**src/hw/rtl/vas_pkg.sv**
```systemverilog
package vas_pkg;

    localparam int POS_W   = 24;
    localparam int PRS_W   = 17;
    localparam int RAW_W   = 16;
    localparam int TIME_W  = 48;
    localparam int SPD_W   = 24;
    localparam int WGT_W   = 17;
    localparam int CFG_W   = 24;
    localparam int IDX_W   = 3;

    localparam logic [TIME_W-1:0] STALE_US  = 48'd100000;
    localparam logic [WGT_W-1:0]  Q16_ONE   = 17'd65536;
    localparam logic [SPD_W-1:0]  SPEED_MAX = 24'hFFFFFF;

    localparam logic [IDX_W-1:0] REG_HSL = 3'd0;
    localparam logic [IDX_W-1:0] REG_HSH = 3'd1;
    localparam logic [IDX_W-1:0] REG_HWL = 3'd2;
    localparam logic [IDX_W-1:0] REG_HWH = 3'd3;
    localparam logic [IDX_W-1:0] REG_DSL = 3'd4;
    localparam logic [IDX_W-1:0] REG_DSH = 3'd5;
    localparam logic [IDX_W-1:0] REG_DWL = 3'd6;
    localparam logic [IDX_W-1:0] REG_DWH = 3'd7;

    localparam logic OP_SAMPLE = 1'b0;
    localparam logic OP_TICK   = 1'b1;

    typedef enum logic [3:0] {
        ST_IDLE,
        ST_SAMPLE,
        ST_SQRT,
        ST_SPDMUL,
        ST_SPDDIV,
        ST_SPDSAT,
        ST_WSEL,
        ST_WMUL,
        ST_WDIV,
        ST_STEP,
        ST_OUT
    } vas_state_t;

    // controller to datapath
    typedef struct packed {
        logic load;
        logic sample;
        logic sqrt_init;
        logic sqrt_step;
        logic spd_mul;
        logic div_init;
        logic div_step;
        logic spd_sat;
        logic wsel;
        logic wmul;
        logic wdiv_done;
        logic step;
        logic out_load;
    } vas_cmd_t;

    // datapath to controller
    typedef struct packed {
        logic is_tick;
        logic fresh;
        logic speed_upd;
        logic need_interp;
        logic sqrt_done;
        logic div_done;
    } vas_sts_t;

endpackage

```
**src/hw/rtl/vas_ctrl.sv**
```systemverilog
module vas_ctrl
    import vas_pkg::*;
(
    input  logic       clk,
    input  logic       rst_n,
    input  logic       in_valid,
    output logic       in_ready,
    output logic       out_valid,
    input  logic       out_ready,
    input  vas_sts_t   sts,
    output vas_cmd_t   cmd
);

    vas_state_t state_reg, state_next;
    logic       ovalid_reg, ovalid_next;

    always_ff @(posedge clk or negedge rst_n)
    begin
        if (!rst_n)
        begin
            state_reg  <= ST_IDLE;
            ovalid_reg <= 1'b0;
        end
        else
        begin
            state_reg  <= state_next;
            ovalid_reg <= ovalid_next;
        end
    end

    assign in_ready  = (state_reg == ST_IDLE);
    assign out_valid = ovalid_reg;

    always_comb
    begin
        state_next = state_reg;
        unique case (state_reg)
            ST_IDLE:   if (in_valid) state_next = ST_SAMPLE;
            ST_SAMPLE:
            begin
                if (sts.is_tick)
                    state_next = sts.fresh ? ST_WSEL : ST_OUT;
                else
                    state_next = sts.speed_upd ? ST_SQRT : ST_OUT;
            end
            ST_SQRT:   if (sts.sqrt_done) state_next = ST_SPDMUL;
            ST_SPDMUL: state_next = ST_SPDDIV;
            ST_SPDDIV: if (sts.div_done) state_next = ST_SPDSAT;
            ST_SPDSAT: state_next = ST_OUT;
            ST_WSEL:   state_next = sts.need_interp ? ST_WMUL : ST_STEP;
            ST_WMUL:   state_next = ST_WDIV;
            ST_WDIV:   if (sts.div_done) state_next = ST_STEP;
            ST_STEP:   state_next = ST_OUT;
            ST_OUT:    if (!ovalid_reg || out_ready) state_next = ST_IDLE;
            default:   state_next = ST_IDLE;
        endcase
    end

    always_comb
    begin
        cmd = '0;
        ovalid_next = ovalid_reg && !out_ready;
        unique case (state_reg)
            ST_IDLE:   cmd.load = in_valid;
            ST_SAMPLE:
            begin
                cmd.sample    = 1'b1;
                cmd.sqrt_init = 1'b1;
            end
            ST_SQRT:   cmd.sqrt_step = 1'b1;
            ST_SPDMUL:
            begin
                cmd.spd_mul  = 1'b1;
                cmd.div_init = 1'b1;
            end
            ST_SPDDIV: cmd.div_step = 1'b1;
            ST_SPDSAT: cmd.spd_sat = 1'b1;
            ST_WSEL:   cmd.wsel = 1'b1;
            ST_WMUL:
            begin
                cmd.wmul     = 1'b1;
                cmd.div_init = 1'b1;
            end
            ST_WDIV:
            begin
                cmd.div_step  = 1'b1;
                cmd.wdiv_done = sts.div_done;
            end
            ST_STEP:   cmd.step = 1'b1;
            ST_OUT:
            begin
                if (!ovalid_reg || out_ready)
                begin
                    cmd.out_load = 1'b1;
                    ovalid_next  = 1'b1;
                end
            end
            default: ;
        endcase
    end

    assert property (@(posedge clk) disable iff (!rst_n)
        (in_valid && in_ready) |=> (state_reg == ST_SAMPLE));
    assert property (@(posedge clk) disable iff (!rst_n)
        (out_valid && !out_ready) |=> out_valid);
    assert property (@(posedge clk) disable iff (!rst_n)
        cmd.out_load |=> out_valid);

endmodule

```
**config.mk**
```make
export PLATFORM = sky130hd
export DESIGN_NAME = vas_ctrl
export DESIGN_NICKNAME = d
export VERILOG_FILES = /design/src/hw/rtl/vas_pkg.sv /design/src/hw/rtl/vas_ctrl.sv
export SDC_FILE = /design/constraint.sdc
export NUM_CORES = 1
export LEC_CHECK = 0
export ABC_AREA = 1
export ABC_CLOCK_PERIOD_IN_PS = 1460
export BUFFER_PORTS_ARGS = -buffer_cell sky130_fd_sc_hd__buf_2
export CORE_AREA = 4 4 41 43
export CTS_BUF_LIST = sky130_fd_sc_hd__clkbuf_8
export DETAILED_ROUTE_END_ITERATION = 10
export DIE_AREA = 0 0 45 47
export GPL_ROUTABILITY_DRIVEN = 0
export PLACE_DENSITY = 0.75
export SLEW_MARGIN = 10
export SYNTH_ARGS = -nofsm -noshare
export SYNTH_HDL_FRONTEND = slang
export SYNTH_SLANG_ARGS = --single-unit
```
**constraint.sdc**
```tcl
create_clock -name clk -period 1.46 [get_ports clk]
set_input_delay 0.219 -clock clk [delete_from_list [all_inputs] [get_ports clk]]
set_output_delay 0.219 -clock clk [all_outputs]
set_load 0.01 [all_outputs]
```
==> summary.md <==
| Metric | Value |
|---|---|
| Final HPWL DP | `between 1 and 1.5 mm` |
| Largest register FFs | `4` |
| R2R setup slack | `roughly 0.24 ns` |
| Antenna Cells | `0` |
| CP endpoint kind | `output pin` |
| Sequential share of power | `a little over a fifth` |
| Leakage power | `between 0.4 and 0.5 nW` |
| Remaining DRCs | `0` |
| FF-to-FF Start | `state_reg[2]` |
| Global-route wire length before repair | `between 2 and 2.5 mm` |
| Mean Syn Cell Area | `5.82 um^2` |
| Vias in the first global route | `504` |
| Arrival @ worst endpoint | `1.20 ns` |
| Worst hold start | `out_ready` |
| Final min period | `approximately 1.4 ns` |
| CTS Buf Count | `3` |
| Tightest Hold Check Type | `in -> reg` |
| Largest net degree at the start of global routing | `7` |
| Fin area | `722 um^2` |
| Yosys top cell area share | `between 20% and 30%` |
| Slowest-stage cell, CP | `dfrtp_2` |
| Max-slew violations | `0` |
| Starting Density | `a little under two fifths` |
| Critical path's largest stage delay | `0.44 ns` |
| Clk pwr share | `16.9%` |
| Area of the multi-input gates | `between 300 and 400 um^2` |
| Post-synth cell types | `17` |
| Crit-path cells | `inv_2 -> nor2_4 -> nand2_2 -> nor2_1 -> buf_2` |
| Outcome | `completed` |
| Placed insts | `about 120` |
| Detailed-route via count | `just under 600` |
| PnR worst setup slack | `0.0393 ns` |
| Comb pwr share | `between 60% and 70%` |
| Worst-Skew Late Latency | `about 0.22 ns` |
| VDD IR max | `0.000920 V` |
| Sequential area share after synthesis | `between 20% and 30%` |
| Fin cells | `between 100 and 150` |
| Worst Path Buf+Inv | `2` |
| Critical path data required time | `around 1.2 ns` |
| Max Cap Violations | `0` |
| Leading cell type in the layout, fill and taps excluded | `buf_2` |
| IO buf count | `24` |
| RSZ-0062 raised after global routing | `true` |
| Chip Width | `45 um` |
| GRT overflow | `0` |
| # IOs | `25` |
| Syn Std Cell Area | `a little under 500 um^2` |
| Layout Nets | `125` |
| R2r endpoint | `state_reg[3]` |
| Leading area contributor after synthesis | `dfrtp_1` |
| First-pass DRT Iterations | `3` |
| Switching share of power | `roughly half` |
| Final Util | `55.5%` |
| Crit path max fanout | `6` |
| Clock Sink Count | `5` |
| Layout cells sized above 1 | `a little under half` |
| Synth area leaders | `dfrtp_1 26%, nand2_1 19%, inv_1 9.3%` |
| Worst rel slew slack | `approximately 87%` |
| H-tree Lvls | `1` |
| Reg clk slew, reported paths | `0.04 ns` |
| Die Area | `about 2100 um^2` |
| CP Class | `reg -> out` |
| Worst Setup Start Kind | `flip-flop` |
| Core ar. | `around 1300 um^2` |
| Detail Route Antenna Nets | `0` |
| Synth warn | `0` |
| Power Density | `2030 nW/um^2` |
| Initial antenna violation count | `0` |
| Wire length per cell | `~10 um` |
| Fin crit share | `between 90% and 100%` |
| Via density | `4.60` |
| Fmax | `704 MHz` |
| Hold-critical path depth | `2` |
| Internal | `0.000750 W` |
| Cell family with most CP delay | `flip-flops` |
| Final Hold Viols | `0` |
| Storage element area | `roughly 130 um^2` |
| Tightest Pin Transition | `between 0.15 and 0.2 ns` |
| Most frequent cells in the layout | `24 x buf_2, 23 x nand2_1, 12 x inv_1` |
| Die H | `approximately 47 um` |
| DRT iter0 DRCs | `5` |
| DP Area | `~610 um^2` |
| Wire length after detailed routing | `1.33 mm` |
| Reg2reg path depth | `7` |
| Synth-to-Final Area Change | `49.5%` |
| Clk_skew | `~0.00074 ns` |
| Cell Rows | `13` |
| Seq cells post-synth | `5` |
| Setup violators final | `0` |
| Psw | `around 0.00072 W` |
| Synth Net Count | `93` |
| Gr usage total | `approximately 14%` |
| Clock buffer depth | `2` |
| CTS tree | `yes` |
| CP Depth | `5` |
| Fillers | `roughly 140` |
| WHS Endpoint | `out_valid` |
| Mapped Cells | `between 80 and 90` |
| Placement Setup Slack | `0.123 ns` |
| Clock root buffer | `clkbuf_8` |
-- power groups by stage --
stage	clock network, W	registers, W	logic, W
final	0.000248	0.000321	0.000899
after CTS	0.000251	0.000298	0.000809
after global routing	0.000268	0.000333	0.00100
after global placement	0	0.000279	0.000781
after detailed placement	0	0.000286	0.000790
after floorplan	0	0.000275	0.000577
-- layout make-up --
cell class | instances | share of cell area [%]
multi-input combinational | 60 | 43.2
sequential | 5 | 18.0
tap | 15 | 2.60
clock buffer | 3 | 5.72
inverter | 17 | 8.84
clock inverter | 1 | 0.520
timing repair buffer | 28 | 21.1
-- worst max path at each step --
| stage | startpoint | endpoint | slack, ns |
|---|---|---|---|
| 2_1_floorplan | state_reg[3] | cmd[11] | 0.21 |
| 3_3_place_gp | state_reg[1] | cmd[2] | 0.20 |
| 3_5_place_dp | state_reg[1] | state_reg[3] | 0.12 |
| 4_1_cts | state_reg[1] | cmd[2] | 0.007 |
| 5_1_grt | state_reg[3] | cmd[0] | -0.03 |
| 6_report | state_reg[3] | cmd[2] | 0.04 |
-- stage by stage --
stage / total power [W] / TNS (ns) / hold WS [ns]
final: 0.00147 / 0 / 0.210
after global routing: 0.00160 / -0.0696 / 0.228
after CTS: 0.00136 / 0 / 0.208
after detailed placement: 0.00108 / 0 / 0.0353
after global placement: 0.00106 / 0 / 0.0352
after floorplan: 0.000853 / 0 / -0.0766
-- cells by family after synthesis --
| logic type | after synthesis | share of synthesized area (%) |
|---|---|---|
| buf+inv | 18 | 14.8 |
| simple gates | 54 | 51.6 |
| flops | 5 | 25.9 |
| compound gates | 6 | 7.77 |
-- layer usage --
layer  vias up  track usage [%]  routed length [um]
met1       261             16.6                 555
met3         0             5.75                 109
met4         0             3.51                   0
met2        20             23.7                 660
met5         -                0                   0
li1        313                -                   -
-- repair_timing --
action | CTS | global route
buffers inserted | 0 | 3
pin swaps | 0 | 1
hold buffers | 1 | 0
hold endpoints to repair | 5 | 0
gates resized for setup | 4 | 8
endpoints found under the setup margin | 8 | 11
-- cells in the mapped netlist --
master,instances
o21bai_1,1
nand3_1,6
o211ai_1,1
o21a_1,1
buf_4,1
dfrtp_1,5
clkinv_1,1
a21oi_1,1
inv_2,4
nand3_2,1
nand2_1,25
nor3_1,2
inv_1,12
nor2_1,12
nor2_2,6
o21ai_0,2
nor2_4,2
-- worst register-to-register path, delay by kind of cell, from the launching register on --
| kind | cells | cell delay (ns) |
|---|---|---|
| and+or+nand+nor | 6 | 0.53 |
| DFF | 1 | 0.45 |
| buffers and inverters | 1 | 0.13 |
Note: power is estimated with default switching activity, not from simulation.
